<file path="src/design/fks_pkg.sv">
`timescale 1ns / 1ps

package fks_pkg;

    localparam int DEF_CAPACITY = 8;
    localparam int DEF_KEY_BITS = 32;

    localparam int KIND_W   = 2;
    localparam int KEY_IN_W = 32;
    localparam int VALUE_W  = 64;
    localparam int POS_W    = 3;

    // transaction kinds
    localparam logic [KIND_W-1:0] KIND_INSERT = 2'd0;
    localparam logic [KIND_W-1:0] KIND_REMOVE = 2'd1;
    localparam logic [KIND_W-1:0] KIND_FLUSH  = 2'd2;

    // per-cell command
    typedef enum logic [1:0] {
        OP_HOLD,
        OP_SHIFT,
        OP_LOAD,
        OP_UPD
    } t_cell_op;

endpackage

</file>
<file path="src/design/fks_cell.sv">
`timescale 1ns / 1ps

module fks_cell
    import fks_pkg::*;
#(
    parameter int KEY_W = DEF_KEY_BITS
) (
    input  logic               i_clk,
    input  t_cell_op           i_op,
    input  logic [KEY_W-1:0]   i_nb_key,
    input  logic [VALUE_W-1:0] i_nb_value,
    input  logic [KEY_W-1:0]   i_ld_key,
    input  logic [VALUE_W-1:0] i_ld_value,
    output logic [KEY_W-1:0]   o_key,
    output logic [VALUE_W-1:0] o_value
);

    logic [KEY_W-1:0]   r_key;
    logic [VALUE_W-1:0] r_value;

    always_ff @(posedge i_clk) begin
        unique case (i_op)
            OP_HOLD: begin
            end
            OP_SHIFT: begin
                r_key   <= i_nb_key;
                r_value <= i_nb_value;
            end
            OP_LOAD: begin
                r_key   <= i_ld_key;
                r_value <= i_ld_value;
            end
            OP_UPD: begin
                r_value <= i_ld_value;
            end
            default: begin
            end
        endcase
    end

    assign o_key   = r_key;
    assign o_value = r_value;

endmodule

</file>
<file path="src/design/fifo_keyed_store_with_writeback.sv">
`timescale 1ns / 1ps

// Small fully associative key/value store kept in insertion order, cell 0 holding
// the oldest entry. Each transaction is taken while idle and then executed;
// insert, remove and unused kinds give one result each, and a flush gives one
// result per stored entry (at least one). The execute step waits while the
// result register is still occupied and stalled downstream; a new input
// transaction is taken as soon as the previous one has finished executing.
// Entries live in a chain of CAPACITY cells: every cell compares its key with the
// incoming key in parallel, and the chain can shift toward the head. Eviction of
// the oldest entry on a full-store miss comes out as a writeback in the insert's
// single result. A flush rotates the chain once per entry, emitting the head each
// time, so the store ends up in its original order.

module fifo_keyed_store_with_writeback
    import fks_pkg::*;
#(
    parameter int CAPACITY = DEF_CAPACITY,
    parameter int KEY_BITS = DEF_KEY_BITS
) (
    input  logic                i_clk,
    input  logic                i_rst_n,
    // input channel
    input  logic                i_in_valid,
    output logic                o_in_stall,
    input  logic [KIND_W-1:0]   i_kind,
    input  logic [KEY_IN_W-1:0] i_key,
    input  logic [VALUE_W-1:0]  i_value,
    input  logic [POS_W-1:0]    i_remove_position,
    // result channel
    output logic                o_out_valid,
    input  logic                i_out_stall,
    output logic                o_status,
    output logic                o_hit,
    output logic                o_writeback_valid,
    output logic [KEY_IN_W-1:0] o_writeback_key,
    output logic [VALUE_W-1:0]  o_writeback_value,
    output logic                o_last
);

    // stored key width: only the low KEY_BITS of the 32-bit key take part
    localparam int SKW = (KEY_BITS < KEY_IN_W) ? KEY_BITS : KEY_IN_W;
    // entry count width
    localparam int CW  = $clog2(CAPACITY + 1);
    // width for position compares
    localparam int PW  = (CW > POS_W) ? CW : POS_W;

    typedef enum logic [1:0] {
        S_IDLE,
        S_EXEC,
        S_FLUSH
    } t_state;

    t_state r_state, n_state;
    logic [CW-1:0] r_count, n_count;
    logic [CW-1:0] r_left, n_left;

    // captured transaction
    logic [KIND_W-1:0]   r_kind;
    logic [SKW-1:0]      r_key;
    logic [VALUE_W-1:0]  r_value;
    logic [POS_W-1:0]    r_pos;

    // result register
    logic                r_o_valid, n_o_valid;
    logic                r_status, n_status;
    logic                r_hit, n_hit;
    logic                r_wb_valid, n_wb_valid;
    logic [KEY_IN_W-1:0] r_wb_key, n_wb_key;
    logic [VALUE_W-1:0]  r_wb_value, n_wb_value;
    logic                r_last, n_last;

    // cell chain
    t_cell_op            cell_op  [CAPACITY];
    logic [SKW-1:0]      cell_key [CAPACITY];
    logic [VALUE_W-1:0]  cell_val [CAPACITY];
    logic [CAPACITY-1:0] match;
    logic                sel_head;
    logic [SKW-1:0]      ld_key;
    logic [VALUE_W-1:0]  ld_value;

    logic in_acc;
    logic out_free;
    logic full;
    logic any_hit;

    assign in_acc   = i_in_valid && (r_state == S_IDLE);
    assign out_free = !r_o_valid || !i_out_stall;
    assign full     = (r_count == CW'(CAPACITY));
    assign any_hit  = |match;

    // during a flush the head is written back into the tail of the live entries
    assign ld_key   = sel_head ? cell_key[0] : r_key;
    assign ld_value = sel_head ? cell_val[0] : r_value;

    for (genvar g = 0; g < CAPACITY; g++) begin : g_cell
        logic [SKW-1:0]     nb_key;
        logic [VALUE_W-1:0] nb_value;

        if (g == CAPACITY - 1) begin : g_tail
            assign nb_key   = '0;
            assign nb_value = '0;
        end else begin : g_mid
            assign nb_key   = cell_key[g+1];
            assign nb_value = cell_val[g+1];
        end

        fks_cell #(
            .KEY_W(SKW)
        ) u_cell (
            .i_clk     (i_clk),
            .i_op      (cell_op[g]),
            .i_nb_key  (nb_key),
            .i_nb_value(nb_value),
            .i_ld_key  (ld_key),
            .i_ld_value(ld_value),
            .o_key     (cell_key[g]),
            .o_value   (cell_val[g])
        );

        // live entries only; keys of live entries are unique
        assign match[g] = (CW'(g) < r_count) && (cell_key[g] == r_key);
    end

    always_comb begin
        n_state    = r_state;
        n_count    = r_count;
        n_left     = r_left;
        n_o_valid  = r_o_valid && i_out_stall;
        n_status   = r_status;
        n_hit      = r_hit;
        n_wb_valid = r_wb_valid;
        n_wb_key   = r_wb_key;
        n_wb_value = r_wb_value;
        n_last     = r_last;
        sel_head   = 1'b0;
        for (int j = 0; j < CAPACITY; j++) begin
            cell_op[j] = OP_HOLD;
        end

        unique case (r_state)
            S_IDLE: begin
                if (in_acc) begin
                    n_state = S_EXEC;
                end
            end
            S_EXEC: begin
                if (out_free) begin
                    n_o_valid  = 1'b1;
                    n_status   = 1'b0;
                    n_hit      = 1'b0;
                    n_wb_valid = 1'b0;
                    n_wb_key   = '0;
                    n_wb_value = '0;
                    n_last     = 1'b1;
                    n_state    = S_IDLE;
                    unique case (r_kind)
                        KIND_INSERT: begin
                            if (any_hit) begin
                                n_hit = 1'b1;
                                for (int j = 0; j < CAPACITY; j++) begin
                                    if (match[j]) begin
                                        cell_op[j] = OP_UPD;
                                    end
                                end
                            end else if (full) begin
                                // evict the oldest, shift down, append at the tail
                                n_wb_valid = 1'b1;
                                n_wb_key   = KEY_IN_W'(cell_key[0]);
                                n_wb_value = cell_val[0];
                                for (int j = 0; j < CAPACITY; j++) begin
                                    cell_op[j] = (j == CAPACITY - 1) ? OP_LOAD : OP_SHIFT;
                                end
                            end else begin
                                n_count = r_count + CW'(1);
                                for (int j = 0; j < CAPACITY; j++) begin
                                    if (CW'(j) == r_count) begin
                                        cell_op[j] = OP_LOAD;
                                    end
                                end
                            end
                        end
                        KIND_REMOVE: begin
                            if (PW'(r_pos) >= PW'(r_count)) begin
                                n_status = 1'b1;
                            end else begin
                                n_count = r_count - CW'(1);
                                for (int j = 0; j < CAPACITY; j++) begin
                                    if (PW'(j) >= PW'(r_pos)) begin
                                        cell_op[j] = OP_SHIFT;
                                    end
                                end
                            end
                        end
                        KIND_FLUSH: begin
                            if (r_count != '0) begin
                                // first entry of the flush, rotate the chain by one
                                n_wb_valid = 1'b1;
                                n_wb_key   = KEY_IN_W'(cell_key[0]);
                                n_wb_value = cell_val[0];
                                n_last     = (r_count == CW'(1));
                                n_left     = r_count - CW'(1);
                                n_state    = (r_count == CW'(1)) ? S_IDLE : S_FLUSH;
                                sel_head   = 1'b1;
                                for (int j = 0; j < CAPACITY; j++) begin
                                    if (CW'(j) < r_count - CW'(1)) begin
                                        cell_op[j] = OP_SHIFT;
                                    end else if (CW'(j) == r_count - CW'(1)) begin
                                        cell_op[j] = OP_LOAD;
                                    end
                                end
                            end
                        end
                        default: begin
                            // unused kind: plain acknowledge
                        end
                    endcase
                end
            end
            S_FLUSH: begin
                if (out_free) begin
                    n_o_valid  = 1'b1;
                    n_status   = 1'b0;
                    n_hit      = 1'b0;
                    n_wb_valid = 1'b1;
                    n_wb_key   = KEY_IN_W'(cell_key[0]);
                    n_wb_value = cell_val[0];
                    n_last     = (r_left == CW'(1));
                    n_left     = r_left - CW'(1);
                    n_state    = (r_left == CW'(1)) ? S_IDLE : S_FLUSH;
                    sel_head   = 1'b1;
                    for (int j = 0; j < CAPACITY; j++) begin
                        if (CW'(j) < r_count - CW'(1)) begin
                            cell_op[j] = OP_SHIFT;
                        end else if (CW'(j) == r_count - CW'(1)) begin
                            cell_op[j] = OP_LOAD;
                        end
                    end
                end
            end
            default: begin
                n_state = S_IDLE;
            end
        endcase
    end

    always_ff @(posedge i_clk) begin
        // payload, no reset needed
        if (in_acc) begin
            r_kind  <= i_kind;
            r_key   <= i_key[SKW-1:0];
            r_value <= i_value;
            r_pos   <= i_remove_position;
        end
        r_left     <= n_left;
        r_status   <= n_status;
        r_hit      <= n_hit;
        r_wb_valid <= n_wb_valid;
        r_wb_key   <= n_wb_key;
        r_wb_value <= n_wb_value;
        r_last     <= n_last;

        if (!i_rst_n) begin
            r_state   <= S_IDLE;
            r_count   <= '0;
            r_o_valid <= 1'b0;
        end else begin
            r_state   <= n_state;
            r_count   <= n_count;
            r_o_valid <= n_o_valid;
        end
    end

    assign o_in_stall        = (r_state != S_IDLE);
    assign o_out_valid       = r_o_valid;
    assign o_status          = r_status;
    assign o_hit             = r_hit;
    assign o_writeback_valid = r_wb_valid;
    assign o_writeback_key   = r_wb_key;
    assign o_writeback_value = r_wb_value;
    assign o_last            = r_last;

    // occupancy never exceeds the chain length
    a_count_range: assert property (@(posedge i_clk) disable iff (!i_rst_n)
        r_count <= CW'(CAPACITY))
        else $error("entry count above capacity");

    // a flush never changes the number of stored entries
    a_flush_count: assert property (@(posedge i_clk) disable iff (!i_rst_n)
        (r_state == S_FLUSH) |=> $stable(r_count))
        else $error("entry count changed during flush");

    // a key hit updates in place and never evicts
    a_hit_no_wb: assert property (@(posedge i_clk) disable iff (!i_rst_n)
        (o_out_valid && o_hit) |-> !o_writeback_valid)
        else $error("writeback on key hit");

    // only flush produces more than one result, each carrying an entry
    a_multi_wb: assert property (@(posedge i_clk) disable iff (!i_rst_n)
        (o_out_valid && !o_last) |-> (o_writeback_valid && !o_hit && !o_status))
        else $error("non-final result without writeback");

endmodule

</file>
<file path="config.mk">
export PLATFORM = sky130hd
export DESIGN_NAME = fifo_keyed_store_with_writeback
export DESIGN_NICKNAME = d
export VERILOG_FILES = /design/src/design/fks_pkg.sv /design/src/design/fks_cell.sv /design/src/design/fifo_keyed_store_with_writeback.sv
export SDC_FILE = /design/constraint.sdc
export NUM_CORES = 2
export LEC_CHECK = 0
export BUFFER_PORTS_ARGS = -buffer_cell sky130_fd_sc_hd__buf_4
export CAP_MARGIN = 30
export CELL_PAD_IN_SITES_DETAIL_PLACEMENT = 0
export CELL_PAD_IN_SITES_GLOBAL_PLACEMENT = 1
export CORE_ASPECT_RATIO = 0.7
export CORE_MARGIN = 2
export CORE_UTILIZATION = 54
export CTS_CLUSTER_SIZE = 24
export DETAILED_ROUTE_END_ITERATION = 8
export HOLD_SLACK_MARGIN = 0.1
export PLACE_DENSITY_LB_ADDON = 0.08
export SLEW_MARGIN = 20
export SYNTH_ARGS = -nofsm -noshare
export SYNTH_HDL_FRONTEND = slang
export SYNTH_SLANG_ARGS = --single-unit
</file>
<file path="constraint.sdc">
create_clock -name i_clk -period 12 [get_ports i_clk]
set_input_delay 2.4 -clock i_clk [delete_from_list [all_inputs] [get_ports i_clk]]
set_output_delay 2.4 -clock i_clk [all_outputs]
set_load 0.02 [all_outputs]
</file>
# Word-level counts from Yosys, hierarchy flattened
# Cells that the tools add are included.
[word_totals]
register_bits = 980
input_bits = 105
output_inout_bits = 102
wordCells = 292
[classes]
addsub = 3
magnitude_cmp = 24
eq_ne = 61
mux = 123
reduce_logical = 51
[op_table]
columns = ["op", "count"]
rows = [
  ["$pmux 64 s2", 10],
  ["$pmux 32 s2", 10],
  ["$mux 64", 6],
  ["$eq 32x32->1", 8],
  ["$mux 32", 6],
  ["$mux 16", 5],
  ["$mux 2", 39],
  ["$pmux 16 s3", 1],
  ["$reduce_bool 2->1", 19],
  ["$eq 2x2->1 const B", 18],
  ["$eq 3x4->1 const A", 8],
  ["$lt 3x4->1 const A", 8],
  ["$pmux 16 s2", 1],
  ["$mux 1", 28],
  ["$mux 4", 7],
  ["$eq 2x1->1 const B", 10],
  ["$reduce_or 2->1", 9],
  ["$eq 2x4->1 const A", 4],
  ["$lt 1x4->1 const A", 4],
  ["$lt 2x4->1 const A", 4],
  ["$ne 2x2->1 const B", 8],
  ["$pmux 4 s2", 2],
  ["$mux 15", 1],
  ["$pmux 1 s2", 6],
  ["other kinds (20)", 40],
]

# Logic depth before layout (Yosys ltp)
[logic_depth]
depth_word = 11
ltp_mapped = 19
ltp_nobuf = 14

# By module
# A second synthesis with hierarchy kept.
[hier_totals]
cells_unflattened = 2718
hier_area_um2 = 45504.9
[by_module_without_submodules]
columns = ["mod", "n_inst", "cells_each", "area_each_um2", "seq_area_each_um2"]
rows = [
  ["fks_cell", 8, 209, 4122.7, 2882.8],
  ["fifo_keyed_store_with_writeback", 1, 1046, 12523.3, 6296.0],
]

# Worst setup path after synthesis
# No wires, ideal clock.
[synth_timing]
kind = "input port to flip-flop"
start = "in i_out_stall"
end = "reg g_cell[1].u_cell.r_value[0] (enable)"
setup_time_ns = 0.418
t_arrival_ns = 5.197
required_ns = 11.582
path_slack_ns = 6.385
path_stages = 12
n_path_buf = 2
path_cell_list = "nand2_1 -> nand2_1 -> a21oi_1 -> a22o_1 -> nand2_1 -> clkbuf_1 -> buf_2 -> and4b_1 -> a21oi_1 -> o21a_1 -> ha_1 -> inv_1"
[synth_via]
elab_chain_len = 7
elab_cells_between_ends = 10
cone_classes = "eq/ne (3); mux (3); reduce/logical (4)"
[synth_lines]
columns = ["element", "line", "rtl"]
rows = [
  ["from (decl)", "fifo_keyed_store_with_writeback.sv:32", "input logic i_out_stall,"],
  ["$logic_not 1->1 (*)", "fifo_keyed_store_with_writeback.sv:88", "assign out_free = !r_o_valid || !i_out_stall;"],
  ["$logic_or 1x1->1 (*)", "fifo_keyed_store_with_writeback.sv:88", ""],
  ["$mux 16 (on tied branches)", "fifo_keyed_store_with_writeback.sv:221, fifo_keyed_store_with_writeback.sv:148", ""],
  ["$pmux 16 s2 (*)", "fifo_keyed_store_with_writeback.sv:141", "unique case (r_state)"],
  ["$eq 2x2->1", "fks_cell.sv:22", "unique case (i_op)"],
  ["$reduce_or 2->1 (no source line)", "n/a", ""],
  ["$reduce_bool 2->1 (no source line) (*)", "n/a", ""],
  ["to (signal assigned)", "fks_cell.sv:27", "r_value <= i_nb_value;"],
  ["to (signal assigned)", "fks_cell.sv:31", "r_value <= i_ld_value;"],
  ["to (signal assigned)", "fks_cell.sv:34", "r_value <= i_ld_value;"],
  ["to (decl)", "fks_cell.sv:19", "logic [VALUE_W-1:0] r_value;"],
]
# Every way passes the cells marked *; elsewhere a longest branch is shown, timed or not.
# A chain may end at the register's enable or synchronous reset.

# Worst setup path in the final report
[layout_timing]
start = "in i_out_stall"
end = "reg g_cell[6].u_cell.r_value[39], data pin"
[layout_via]
elab_chain_len = 7
elab_cells_between_ends = 14
cone_classes = "eq/ne (3); mux (8); reduce/logical (3)"
[layout_lines]
columns = ["element", "line"]
rows = [
  ["$logic_not 1->1 (*)", "fifo_keyed_store_with_writeback.sv:88"],
  ["$logic_or 1x1->1 (*)", "fifo_keyed_store_with_writeback.sv:88"],
  ["$mux 16 (on tied branches)", "fifo_keyed_store_with_writeback.sv:221, fifo_keyed_store_with_writeback.sv:148"],
  ["$pmux 16 s2", "fifo_keyed_store_with_writeback.sv:141"],
  ["$eq 2x2->1", "fks_cell.sv:22"],
  ["$reduce_or 2->1 (no source line)", "n/a"],
  ["$pmux 64 s2 (*)", "fks_cell.sv:22"],
  ["to (signal assigned)", "fks_cell.sv:27"],
  ["to (signal assigned)", "fks_cell.sv:31"],
  ["to (signal assigned)", "fks_cell.sv:34"],
  ["to (decl)", "fks_cell.sv:19"],
]
# Marks and branches as above.

==> flow_summary.ini <==
[hold_path]
hp-class = reg2reg

[floorplanning]
die_area_sq_um = 81890
die_h_um = 240.0
core_sq_um = 78770
rows = 86
start_util = 0.5456
ios = 207
die_x_um = 341.2

[pwr]
leakage_nw = 17.73
irDropWorstVdd_uv = 114.7
power_density_nw_per_um2 = 156.3

[global_route]
grt_max_degree = 86
grt_overflow_total = 0
grt_pass1_wl_um = 162700
grt_pass1_vias = 25352
grt_use_total = 0.2657
antenna_found_initial = 1

[yosys]
ys_top_cells_by_area = edfxtp_1 (68%), a21oi_1 (8.0%), nor2_1 (6.7%)
synth-edff-count = 973
syn_nets = 3617
ys_ff_latch = 980
syn_inst = 3473
ys.flop_type = edfxtp_1
yosysSeqAreaShare = 0.6831
ys_warn_count = 0
yosysTopAreaCellShare = 0.6799
syn_avg_cell_area_sq_um = 12.37
synth_async_sr_flop_share = 0
synthDistinctLibCells = 60
yosysTopAreaCell = edfxtp_1
yosysMostFrequentCell = edfxtp_1
synthTopCellsByCount = edfxtp_1 (973), nor2_1 (770), a21oi_1 (689)
syn_area_sq_um = 42970

[route]
routed_wl_um = 108800
wl_per_cell_um = 22.87
ant_nets = 0
drc = 0
viasPerCell = 5.842
first_iter_violations = 3599
first_pass_iters = 6
vias = 27786

[placed_design]
portBuffers = 206
place_hpwl_um = 72830
place_inst = 4585
gp_congestion = 1.008

[cts]
post-cts-setup-buffers = 0
hold_buffers = 0
cts_tree = yes
clk_latency_ns = 0.66
numCtsBuffers = 93
cts_buffer_depth = 3
cts_max_level = 3
cts.repair.resized = 0
cts_root_buffer = clkbuf_16
cts.sinks = 980
path_clk_slew_ns = 0.06

[sta]
tns_ns = 0
rsz0062_at_grt = no
fmax_ghz = 0.1453
relSlewSlack = 0.3020
skew_ns = 0.02313
drv_slew = 0
post-route-min-period_ns = 6.885
worst_pin_slew_ns = 1.018
setup_violations = 0
hold_viol_final = 0
finalCritPeriodShare = 0.5737

[worst_setup_path]
crit_type = in2reg
arrival_ns = 7.25
start_kind = input port
required_ns = 12.36
cp-end-kind = flip-flop
path_max_fanout = 72

[run_status]
status = complete, no violations

[cells_and_area]
syn2layout_area_growth_pct = 13.61
nFillCells = 6159
drive_gt1_frac = 0.1247
multiInputGateArea_sq_um = 12660
seqCellArea_sq_um = 29360
stdcell_count = 4756
fin_nets = 3775

[run]
maxCapViolations = 0
per-layer routing:
metal,part of all wire,global-route usage
met2,0.38,0.3376
met4,0.018,0.05900
met5,0,0
met1,0.48,0.4488
met3,0.12,0.06341
final timing paths:
path,startpoint,end,slack [ns],depth (start not counted)
setup / recovery,i_out_stall,g_cell[6].u_cell.o_value[39],5.12,13
hold reg to reg,r_state[1],r_state[1],0.53,2
setup reg to reg,r_count[0],g_cell[4].u_cell.o_value[52],5.35,14
hold / removal,r_state[1],r_state[1],0.53,2
state kept, by name, summed over array words and instances, names as in the netlist:
register,flops
g_cell.u_cell.o_value,512
g_cell.u_cell.o_key,256
o_writeback_value,64
r_value,64
o_writeback_key,32
r_key,32
r_count,4
r_left,4
r_pos,3
r_kind,2
r_state,2
o_hit,1
o_last,1
o_out_valid,1
o_status,1
o_writeback_valid,1
worst max-delay path, cell delays in order:
cell	delay, ns
buf_4	0.13
nand2_1	0.13
nand2_1	0.11
a21oi_1	0.65
a22o_1	0.32
nand2_4	0.35
buf_4	0.46
o22ai_1	0.26
ha_2	0.20
buf_4	0.53
or2_4	0.65
buf_4	0.73
a21oi_1	0.18
power breakdown:
part           switching, mW  internal [mW]  leakage, nW  total, mW
Clock                   1.27           1.69         1.46       2.96
Sequential             0.115           3.89         9.15       4.01
Combinational          0.439          0.223         7.12      0.661
cell families (layout without fill, tap and decap cells):
logic type	after synthesis	after routing	synth area share
AND/OR/NAND/NOR	1079	1079	0.1115
flip-flops	980	980	0.6831
AO/OA/AOI/OAI	762	762	0.09235
XOR/XNOR	262	262	0.05340
buffers and inverters	249	473	0.02446
multiplexers	102	102	0.02376
adder cells (fa/ha/maj)	39	39	0.01135
other	0	3	0
area by class of cell:
cell class,instances,area share
diodes,3,0.0001538
clock buffers,110,0.04941
clock inverters,51,0.01199
inverters,27,0.002076
multi-input cells,2244,0.2592
flip-flops and latches,980,0.6013
well taps,1056,0.02706
repair buffers,285,0.04879
cell usage in the layout, fill, tap and decap left out, types with 9 or more instances in the layout:
cell       instances
a21oi_1          689
and2_1            90
and2_4            12
buf_4            267
bufinv_16         12
clkbuf_1          16
clkbuf_16         94
clkinv_1          22
clkinv_2           9
edfxtp_1         973
ha_1              32
inv_1             18
inv_2              9
mux2i_1           98
nand2_1           30
nand3_1           17
nand4_1           28
nor2_1           769
nor2b_1           38
nor3_1            14
nor4_1            43
o21a_1            12
o21ai_0           24
xnor2_1          105
xor2_1           157
per-stage QoR:
stage	worst slack, ns	hold WS [ns]	total power [mW]	utilization	cell area (sq um)
after detailed placement	3.974	0.5099	4.725	0.5796	45650
after CTS	4.683	0.5159	7.661	0.6176	48650
final	5.115	0.5273	7.632	0.6199	48820
after global routing	4.750	0.5617	7.858	0.6198	48820
after global placement	4.228	0.4880	4.702	0.5761	45380
after floorplan	6.385	0.4765	4.412	-	42980
No activity file was read; power rests on OpenSTA's default activity.
